## config.mk

```make
export PLATFORM = sky130hd
export DESIGN_NAME = key_autorepeat_scan_top
export DESIGN_NICKNAME = d
export VERILOG_FILES = /design/src/hw/rtl/kars_pkg.sv /design/src/hw/rtl/kars_ram.sv /design/src/hw/rtl/kars_hold.sv /design/src/hw/rtl/key_autorepeat_scan_top.sv
export SDC_FILE = /design/constraint.sdc
export NUM_CORES = 2
export LEC_CHECK = 0
export BUFFER_PORTS_ARGS = -buffer_cell sky130_fd_sc_hd__buf_2
export CORE_MARGIN = 5
export CORE_UTILIZATION = 25
export CTS_CLUSTER_DIAMETER = 120
export CTS_CLUSTER_SIZE = 25
export DETAILED_ROUTE_END_ITERATION = 16
export PLACE_DENSITY_LB_ADDON = 0.2
export RECOVER_POWER = 50
export SYNTH_ARGS = -nofsm -noshare
export SYNTH_HDL_FRONTEND = slang
export SYNTH_HIERARCHICAL = 1
export SYNTH_MEMORY_MAX_BITS = 65536
export SYNTH_SLANG_ARGS = --single-unit
```

## constraint.sdc

```tcl
create_clock -name aclk -period 27.2 [get_ports aclk]
set_input_delay 5.44 -clock aclk [delete_from_list [all_inputs] [get_ports aclk]]
set_output_delay 5.44 -clock aclk [all_outputs]
set_load 0.03 [all_outputs]
```

## src/hw/rtl/kars_pkg.sv

```systemverilog
// shared types and constants of the key autorepeat scan block
`default_nettype none

package kars_pkg;

    localparam int KEY_WIDTH = 8;
    localparam int CFG_WIDTH = 15;
    localparam int CFG_IDX_WIDTH = 1;

    // lowest key code that takes part in the scan
    localparam logic [KEY_WIDTH-1:0] FIRST_KEY = 8'd8;

    // configuration register indexes
    localparam logic [CFG_IDX_WIDTH-1:0] REG_REPEAT_DELAY = 1'b0;
    localparam logic [CFG_IDX_WIDTH-1:0] REG_REPEAT_INTERVAL = 1'b1;

    // reset values of the configuration registers
    localparam logic [CFG_WIDTH-1:0] DELAY_RESET = 15'd66;
    localparam logic [CFG_WIDTH-1:0] INTERVAL_RESET = 15'd4;

    // per-scan key flags carried with a word
    typedef struct packed {
        logic key_down;
        logic is_modifier;
        logic ctrl;
        logic shift;
        logic alt;
        logic caps;
    } key_flags_t;

    // table update decision
    typedef struct packed {
        logic wr_en;
        logic emit;
    } upd_ctl_t;

endpackage

`default_nettype wire

```

## src/hw/rtl/kars_ram.sv

```systemverilog
// generic single-write, single-read ram with registered read data
`default_nettype none

module kars_ram #(
    parameter int WIDTH = 17,
    parameter int DEPTH = 256
) (
    input  wire logic                     aclk,
    input  wire logic                     we,
    input  wire logic [$clog2(DEPTH)-1:0] waddr,
    input  wire logic [WIDTH-1:0]         wdata,
    input  wire logic                     re,
    input  wire logic [$clog2(DEPTH)-1:0] raddr,
    output logic      [WIDTH-1:0]         rdata
);

    logic [WIDTH-1:0] mem [DEPTH];

    always_ff @(posedge aclk) begin
        if (we) begin
            mem[waddr] <= wdata;
        end
        if (re) begin
            rdata <= mem[raddr];
        end
    end

endmodule

`default_nettype wire

```

## src/hw/rtl/kars_hold.sv

```systemverilog
// per-key state update: press detection and hold counter with wrap
`default_nettype none

module kars_hold #(
    parameter int COUNT_WIDTH = 16
) (
    input  wire kars_pkg::key_flags_t               flags,
    input  wire logic                               in_range,
    input  wire logic                               was_down,
    input  wire logic [COUNT_WIDTH-1:0]             cur_count,
    input  wire logic [kars_pkg::CFG_WIDTH-1:0]     delay,
    input  wire logic [kars_pkg::CFG_WIDTH-1:0]     interval,
    output kars_pkg::upd_ctl_t                      ctl,
    output logic                                    next_was_down,
    output logic      [COUNT_WIDTH-1:0]             next_count
);
    import kars_pkg::*;

    // wide enough for the counter and for delay + interval
    localparam int CW = ((COUNT_WIDTH > CFG_WIDTH + 1) ? COUNT_WIDTH : CFG_WIDTH + 1) + 1;

    logic [CW-1:0] delay_w;
    logic [CW-1:0] rate_w;
    logic [CW-1:0] limit_w;
    logic [CW-1:0] cur_w;
    logic [CW-1:0] cmax_w;
    logic [CW-1:0] nxt_w;

    assign delay_w = CW'(delay);
    // zero interval acts as one
    assign rate_w  = (interval == '0) ? CW'(1) : CW'(interval);
    assign limit_w = delay_w + rate_w;
    assign cur_w   = CW'(cur_count);
    assign cmax_w  = CW'({COUNT_WIDTH{1'b1}});

    always_comb begin
        ctl           = '0;
        next_was_down = 1'b1;
        next_count    = cur_count;
        nxt_w         = '0;
        priority if (!in_range) begin
            ctl.wr_en = 1'b0;
        end else if (!flags.key_down) begin
            ctl.wr_en     = 1'b1;
            next_was_down = 1'b0;
            next_count    = '0;
        end else if (flags.is_modifier) begin
            ctl.wr_en = 1'b1;
        end else if (!was_down) begin
            ctl.wr_en = 1'b1;
            ctl.emit  = 1'b1;
        end else if (cur_w >= limit_w) begin
            // wrap back just past the delay
            nxt_w      = delay_w + CW'(1);
            ctl.wr_en  = 1'b1;
            ctl.emit   = (nxt_w == delay_w) || (nxt_w == limit_w);
            next_count = nxt_w[COUNT_WIDTH-1:0];
        end else if (cur_w >= cmax_w) begin
            // saturated counter: no more repeats until release
            ctl.wr_en = 1'b1;
        end else begin
            nxt_w      = cur_w + CW'(1);
            ctl.wr_en  = 1'b1;
            ctl.emit   = (nxt_w == delay_w) || (nxt_w == limit_w);
            next_count = nxt_w[COUNT_WIDTH-1:0];
        end
    end

endmodule

`default_nettype wire

```

## src/hw/rtl/key_autorepeat_scan_top.sv

```systemverilog
// top level of the key autorepeat scan block
`default_nettype none

// Typematic repeat for a periodic key scan. Each input word presents one key
// with its pressed state, a modifier mark and the current modifier levels.
// A new press gives one output word at once; a key that stays held gives a
// word when its hold count reaches repeat_delay and then every
// repeat_interval scans. Released keys clear their state; modifier keys and
// codes below 8 or at or above KEY_COUNT give nothing. Throughput is one word
// per cycle: the per-key state (pressed bit and hold counter) sits in one
// ram with one read and one write port, read at accept and written back
// when the update stage moves; a forwarding register covers the same key
// arriving on consecutive cycles. The update stage feeds the output
// register behind m_valid and stalls only while that register holds a
// word that is not taken. Reset clears the whole table at once through
// per-key valid bits, so no clearing pass is needed. Configuration writes
// take effect at once and are meant for idle time.

module key_autorepeat_scan_top #(
    parameter int KEY_COUNT   = 256,
    parameter int COUNT_WIDTH = 16
) (
    input  wire logic                                aclk,
    input  wire logic                                aresetn,
    // configuration write port
    input  wire logic                                cfg_we,
    input  wire logic [kars_pkg::CFG_IDX_WIDTH-1:0]  cfg_index,
    input  wire logic [kars_pkg::CFG_WIDTH-1:0]      cfg_data,
    // scan input
    input  wire logic                                s_valid,
    output logic                                     s_ready,
    input  wire logic [kars_pkg::KEY_WIDTH-1:0]      s_key_code,
    input  wire logic                                s_key_down,
    input  wire logic                                s_is_modifier,
    input  wire logic                                s_ctrl_held,
    input  wire logic                                s_shift_held,
    input  wire logic                                s_alt_held,
    input  wire logic                                s_caps_lock,
    // key events
    output logic                                     m_valid,
    input  wire logic                                m_ready,
    output logic      [kars_pkg::KEY_WIDTH-1:0]      m_key_out,
    output logic                                     m_level,
    output logic                                     m_ctrl_out,
    output logic                                     m_shift_out,
    output logic                                     m_alt_out
);
    import kars_pkg::*;

    localparam int IDX_W  = $clog2(KEY_COUNT);
    localparam int MEM_W  = COUNT_WIDTH + 1;

    // configuration registers
    logic [CFG_WIDTH-1:0] delay_reg;
    logic [CFG_WIDTH-1:0] interval_reg;

    // update stage registers
    logic                 s1_valid_reg;
    logic                 s1_valid_next;
    logic [KEY_WIDTH-1:0] s1_key_reg;
    key_flags_t           s1_flags_reg;
    logic                 s1_range_reg;
    logic                 s1_vbit_reg;

    // forwarding of the last table write
    logic                 fwd_valid_reg;
    logic [IDX_W-1:0]     fwd_idx_reg;
    logic [MEM_W-1:0]     fwd_data_reg;

    // per-key valid bits, cleared by reset
    logic [KEY_COUNT-1:0] vld_reg;

    // output register
    logic                 m_valid_reg;
    logic                 m_valid_next;
    logic [KEY_WIDTH-1:0] m_key_reg;
    logic                 m_level_reg;
    logic                 m_ctrl_reg;
    logic                 m_shift_reg;
    logic                 m_alt_reg;

    logic                 s_accept;
    logic                 s1_fire;
    logic                 in_range;
    logic [IDX_W-1:0]     rd_idx;
    logic [IDX_W-1:0]     wr_idx;
    logic                 fwd_hit;
    logic [MEM_W-1:0]     ram_rdata;
    logic [MEM_W-1:0]     cur_entry;
    logic [MEM_W-1:0]     wr_entry;
    logic                 ram_we;
    key_flags_t           in_flags;
    upd_ctl_t             ctl;
    logic                 next_was_down;
    logic [COUNT_WIDTH-1:0] next_count;

    // handshake: update stage moves unless a word waits in the output reg
    assign s1_fire  = s1_valid_reg && (!m_valid_reg || m_ready);
    assign s_ready  = !s1_valid_reg || s1_fire;
    assign s_accept = s_valid && s_ready;

    // keys below the first code or past the table are ignored
    assign in_range = (s_key_code >= FIRST_KEY)
                   && ({1'b0, s_key_code} < (KEY_WIDTH + 1)'(KEY_COUNT));
    assign rd_idx   = s_key_code[IDX_W-1:0];
    assign wr_idx   = s1_key_reg[IDX_W-1:0];

    assign in_flags.key_down    = s_key_down;
    assign in_flags.is_modifier = s_is_modifier;
    assign in_flags.ctrl        = s_ctrl_held;
    assign in_flags.shift       = s_shift_held;
    assign in_flags.alt         = s_alt_held;
    assign in_flags.caps        = s_caps_lock;

    // configuration writes
    always_ff @(posedge aclk) begin
        if (!aresetn) begin
            delay_reg    <= DELAY_RESET;
            interval_reg <= INTERVAL_RESET;
        end else if (cfg_we) begin
            unique case (cfg_index)
                REG_REPEAT_DELAY:    delay_reg    <= cfg_data;
                REG_REPEAT_INTERVAL: interval_reg <= cfg_data;
                default:             delay_reg    <= delay_reg;
            endcase
        end
    end

    // key state table: {was_down, hold_count}
    kars_ram #(
        .WIDTH(MEM_W),
        .DEPTH(KEY_COUNT)
    ) u_ram (
        .aclk  (aclk),
        .we    (ram_we),
        .waddr (wr_idx),
        .wdata (wr_entry),
        .re    (s_accept && in_range),
        .raddr (rd_idx),
        .rdata (ram_rdata)
    );

    // update stage capture
    assign s1_valid_next = s_accept ? 1'b1 : (s1_fire ? 1'b0 : s1_valid_reg);

    always_ff @(posedge aclk) begin
        if (!aresetn) begin
            s1_valid_reg <= 1'b0;
        end else begin
            s1_valid_reg <= s1_valid_next;
        end
    end

    always_ff @(posedge aclk) begin
        if (s_accept) begin
            s1_key_reg   <= s_key_code;
            s1_flags_reg <= in_flags;
            s1_range_reg <= in_range;
            s1_vbit_reg  <= in_range && vld_reg[rd_idx];
        end
    end

    // current entry: last write to the same key wins, untouched keys read zero
    assign fwd_hit   = fwd_valid_reg && (fwd_idx_reg == wr_idx);
    assign cur_entry = fwd_hit ? fwd_data_reg : (s1_vbit_reg ? ram_rdata : '0);

    kars_hold #(
        .COUNT_WIDTH(COUNT_WIDTH)
    ) u_hold (
        .flags         (s1_flags_reg),
        .in_range      (s1_range_reg),
        .was_down      (cur_entry[COUNT_WIDTH]),
        .cur_count     (cur_entry[COUNT_WIDTH-1:0]),
        .delay         (delay_reg),
        .interval      (interval_reg),
        .ctl           (ctl),
        .next_was_down (next_was_down),
        .next_count    (next_count)
    );

    assign ram_we   = s1_fire && ctl.wr_en;
    assign wr_entry = {next_was_down, next_count};

    // forwarding register and valid bits follow every table write
    always_ff @(posedge aclk) begin
        if (!aresetn) begin
            fwd_valid_reg <= 1'b0;
            vld_reg       <= '0;
        end else if (ram_we) begin
            fwd_valid_reg   <= 1'b1;
            vld_reg[wr_idx] <= 1'b1;
        end
    end

    always_ff @(posedge aclk) begin
        if (ram_we) begin
            fwd_idx_reg  <= wr_idx;
            fwd_data_reg <= wr_entry;
        end
    end

    // output register
    assign m_valid_next = (s1_fire && ctl.emit) ? 1'b1 : (m_ready ? 1'b0 : m_valid_reg);

    always_ff @(posedge aclk) begin
        if (!aresetn) begin
            m_valid_reg <= 1'b0;
        end else begin
            m_valid_reg <= m_valid_next;
        end
    end

    always_ff @(posedge aclk) begin
        if (s1_fire && ctl.emit) begin
            m_key_reg   <= s1_key_reg;
            m_level_reg <= s1_flags_reg.shift ^ s1_flags_reg.caps;
            m_ctrl_reg  <= s1_flags_reg.ctrl;
            m_shift_reg <= s1_flags_reg.shift;
            m_alt_reg   <= s1_flags_reg.alt;
        end
    end

    assign m_valid     = m_valid_reg;
    assign m_key_out   = m_key_reg;
    assign m_level     = m_level_reg;
    assign m_ctrl_out  = m_ctrl_reg;
    assign m_shift_out = m_shift_reg;
    assign m_alt_out   = m_alt_reg;

    // a written key reads as valid from then on
    a_vld_after_write: assert property (@(posedge aclk) disable iff (!aresetn)
        ram_we |=> vld_reg[$past(wr_idx)])
        else $error("valid bit not set after table write");

    // a new output word comes from a pressed non-modifier key
    a_emit_source: assert property (@(posedge aclk) disable iff (!aresetn)
        $rose(m_valid_reg) |-> $past(s1_flags_reg.key_down && !s1_flags_reg.is_modifier
                                     && s1_range_reg))
        else $error("event from released, modifier or ignored key");

    // events never carry key codes below the first scanned code
    a_emit_range: assert property (@(posedge aclk) disable iff (!aresetn)
        m_valid_reg |-> (m_key_reg >= FIRST_KEY))
        else $error("event with ignored key code");

endmodule

`default_nettype wire
```

==> run summary <==
Synthesis
• 4422 — Post-synth EDFFs
• 19.46 µm² — mean instance size in the synthesized netlist
• 0.1868 mm² — summed instance area of the synthesized netlist
• 4711 — flop and latch count out of synthesis
• 9601 — Synth Instances
• sky130_fd_sc_hd__edfxtp_1 — main flop type after synthesis
• 0 — proportion of register bits with asynchronous set or reset after synthesis
• 0.7416 — proportion of synthesized chip area in sequential cells
• 9670 — Net Count, Synth
• 93 — number of distinct library cells after synthesis
• 6 — Syn. warnings

Pwr
• 9.761 mW — internal power summed over all cells
• 0.634 — part of the power in registers
• 62.00 mW/mm² — power density cells
• 56.68 µV — Peak VDD IR
• 0.2313 — switching share of power
• 0.293 — fraction of power consumed by the clock network
• 61.93 nW — total leakage power
• 0.072 — share of power burned in combinational logic
• 2.937 mW — power spent charging and discharging nets

Floorplanning
• 0.2507 — Initial Utilization
• 0.7648 mm² — Total Die Area
• 317 — row cnt
• 0.7453 mm² — Core Region
• 874.5 µm — overall die height
• 874.5 µm — floorplan die width
• 49 — I/O Pins

Global route
• 806.9 mm — global-route wire length before repair
• 0 — overflow left after global routing
• 0.1483 — aggregate global-route resource usage
• 95420 — via count of the first global-routing pass
• 187 — largest net degree at the start of global routing
• 45 — number of antenna violations at the first check in global routing

Worst hold path
• flop to flop — Hold WC Path Type

Timing
• 9764 ps — setup slack after layout
• 0 — number of hold violations in the final report
• -5.758 — remaining max-slew budget at the tightest pin
• false — RSZ-0062 raised after global routing
• 17440 ps — minimum clock period after layout
• 0 ps — final setup TNS
• 4842 — max-slew violation count
• 0.05735 GHz — peak clock frequency supported by timing
• 123.8 ps — worst clock skew on the final layout
• 0.6410 — Final period util
• 0 — final setup violation count
• 10140 ps — slew of the pin with the lowest slew margin

Detailed routing
• 0 — drc violations
• 4.840 — drt via density
• 0 — final antenna-violating net count
• 95060 — vias after detailed routing
• 5 — detailed-routing iteration count for the pre-antenna-repair pass
• 586.5 mm — drt total wl
• 9478 — number of DRC violations after detailed-routing iteration 0
• 29.86 µm — DR WL/cell

Critical path
• flop — Worst Setup End Kind
• 6470 ps — stage delay of the slowest cell on the critical path
• 6 — Crit path buffers/inverters
• 27460 ps — required time worst endpoint
• 178 — highest net fanout along the worst path
• clkbuf_1 > xor2_1 > nor4_1 > clkbuf_1 > nand2_1 > o21ai_0 > inv_1 > ha_1 > nand2b_1 > a211oi_1 > o21ai_0 > nor3b_1 > or2_0 > clkbuf_1 > o21ai_0 > o21ai_4 > clkbuf_1 > clkbuf_1 — cell chain of the critical path
• flop — Critical Path Source Type
• sky130_fd_sc_hd__clkbuf_1 — CP most frequent cell
• flop to flop — Crit Path Category
• buffers and inverters — cell family with most CP delay
• 17690 ps — critical path arrival
• sky130_fd_sc_hd__clkbuf_1 — slowest library cell on the worst path

Clock tree
• yes — TritonCTS clock tree
• sky130_fd_sc_hd__clkbuf_16 — root buffer cell
• 4 — H-Tree Depth
• 0 — post-CTS sizing
• 100 ps — post-CTS clock slew at the launch and capture registers of the worst setup and hold paths
• 0 — postcts setup bufs
• 214 — cts bufs inserted
• 1030 ps — Worst-Skew Late Latency
• 4711 — Num Clock Sinks
• 0 — cts hold-fix bufs
• 4 — maximum root-to-sink buffer count

Finish
• 9741 — Final Net Count
• sky130_fd_sc_hd__edfxtp_1 — commonest non-fill, non-tap cell in the layout
• 0.1835 — share of post-route cells with drive strength above 1
• 4352 — number of flip-flops under the largest register name
• 4422 x sky130_fd_sc_hd__edfxtp_1, 958 x sky130_fd_sc_hd__mux4_2, 531 x sky130_fd_sc_hd__mux2i_1 — commonest cells after routing, fill and taps aside
• 9.619% — growth of design area from synthesis to finish

Placed design
• 351.6 mm — post-DP HPWL
• 14650 ps — Post-Place Worst Slack
• 48 — buffers added on ports
• 0.8293 — weighted congestion reported at the end of routability-driven placement

Run status
• capacitance limit, slew limit — failing checks
• finished, violations left — result of the run

Flow run
• 119 — total of max-cap violations

-- kinds of logic (layout without fill, tap and decap cells) --
kind of cell | Yosys count | after routing | share of synthesized area
flops | 4711 | 4711 | 0.7416
mux | 1560 | 1560 | 0.1519
simple gates | 1482 | 1482 | 0.03500
compound gates | 1089 | 1089 | 0.04159
buf+inv | 638 | 746 | 0.02322
xor+xnor | 87 | 87 | 0.004306
fa+ha+maj | 34 | 34 | 0.002317
other cells | 0 | 43 | 0
-- cell usage after synthesis (41+ instances only) --
master | n | area [µm²]
sky130_fd_sc_hd__mux2i_1 | 531 | 5315
sky130_fd_sc_hd__edfxtp_1 | 4422 | 132800
sky130_fd_sc_hd__nand4_1 | 41 | 256.5
sky130_fd_sc_hd__o221ai_1 | 135 | 1182
sky130_fd_sc_hd__clkbuf_1 | 270 | 1013
sky130_fd_sc_hd__o21ai_0 | 98 | 490.5
sky130_fd_sc_hd__nand3_1 | 113 | 565.5
sky130_fd_sc_hd__nor2_1 | 626 | 2350
sky130_fd_sc_hd__nand2_1 | 389 | 1460
sky130_fd_sc_hd__xor2_1 | 43 | 376.6
sky130_fd_sc_hd__o21a_1 | 264 | 1982
sky130_fd_sc_hd__a21oi_1 | 132 | 660.6
sky130_fd_sc_hd__o22ai_1 | 188 | 1176
sky130_fd_sc_hd__xnor2_1 | 41 | 359.1
sky130_fd_sc_hd__buf_12 | 44 | 880.8
sky130_fd_sc_hd__buf_2 | 105 | 525.5
sky130_fd_sc_hd__buf_4 | 41 | 307.8
sky130_fd_sc_hd__buf_1 | 43 | 161.4
sky130_fd_sc_hd__buf_6 | 63 | 709.4
sky130_fd_sc_hd__mux4_2 | 958 | 21580
sky130_fd_sc_hd__dfxtp_1 | 289 | 5786
sky130_fd_sc_hd__nor3_1 | 128 | 640.6
sky130_fd_sc_hd__mux4_1 | 46 | 1209
-- power groups by stage --
stage               clock, mW  sequential [mW]  combinational, mW
CTS                      3.88             8.02              0.942
floorplan                   0             8.26              0.546
finish                   3.73             8.06              0.916
detailed placement          0             8.19              0.940
global route             4.13             8.06              0.971
global placement            0             8.18              0.921
-- worst reg2reg max path, cell delays in order (launching register included) --
cell	delay, ps
sky130_fd_sc_hd__edfxtp_1	330
sky130_fd_sc_hd__clkbuf_1	1390
sky130_fd_sc_hd__xor2_1	200
sky130_fd_sc_hd__nor4_1	370
sky130_fd_sc_hd__clkbuf_1	880
sky130_fd_sc_hd__nand2_1	120
sky130_fd_sc_hd__o21ai_0	340
sky130_fd_sc_hd__inv_1	240
sky130_fd_sc_hd__ha_1	380
sky130_fd_sc_hd__nand2b_1	120
sky130_fd_sc_hd__a211oi_1	70
sky130_fd_sc_hd__o21ai_0	190
sky130_fd_sc_hd__nor3b_1	460
sky130_fd_sc_hd__or2_0	200
sky130_fd_sc_hd__clkbuf_1	1050
sky130_fd_sc_hd__o21ai_0	440
sky130_fd_sc_hd__o21ai_4	210
sky130_fd_sc_hd__clkbuf_1	6470
sky130_fd_sc_hd__clkbuf_1	3160
-- final cells by class --
type,count,area [µm²]
antenna,43,107.6
timing repair buffer,466,3070
fill,73540,540500
tap,9889,12370
clock buffer,235,5498
multi-input combinational,4252,44790
inverter,27,115.1
clock inverter,18,291.5
sequential,4711,138600
-- path summary, 6_finish.rpt --
| kind | cells after the start | slack [ps] | endpoint | start |
|---|---|---|---|---|
| max | 18 | 9760 | u_ram/mem[38][4]$_DFFE_PP_ | s1_key_reg[3]$_DFFE_PP_ |
| min | 0 | 450 | m_alt_out$_DFFE_PP_ | s1_flags_reg[1]$_DFFE_PP_ |
| max reg2reg | 18 | 9760 | u_ram/mem[38][4]$_DFFE_PP_ | s1_key_reg[3]$_DFFE_PP_ |
| min reg2reg | 0 | 450 | m_alt_out$_DFFE_PP_ | s1_flags_reg[1]$_DFFE_PP_ |
-- through the flow --
stage | total power, mW | cell area, µm² | utilization | hold WS, ps | cells
2_1_floorplan | 8.804 | 186800 | - | 400.3 | 9601
3_3_place_gp | 9.106 | 199800 | 0.2681 | 412.9 | 19340
3_5_place_dp | 9.125 | 199800 | 0.2681 | 423.3 | 19350
4_1_cts | 12.84 | 205600 | 0.2759 | 452.8 | 19600
5_1_grt | 13.16 | 204800 | 0.2748 | 456.5 | 19630
6_report | 12.70 | 204800 | 0.2748 | 445.5 | 19640
-- per-layer routing --
layer | up-vias | routed length [µm] | track usage
met1 | 52560 | 257800 | 0.2062
met4 | 6 | 16700 | 0.03482
met2 | 2837 | 281200 | 0.2476
li1 | 39110 | - | -
met3 | 556 | 30800 | 0.01867
met5 | - | 38 | 0
Note: power is estimated with default switching activity, not from simulation.
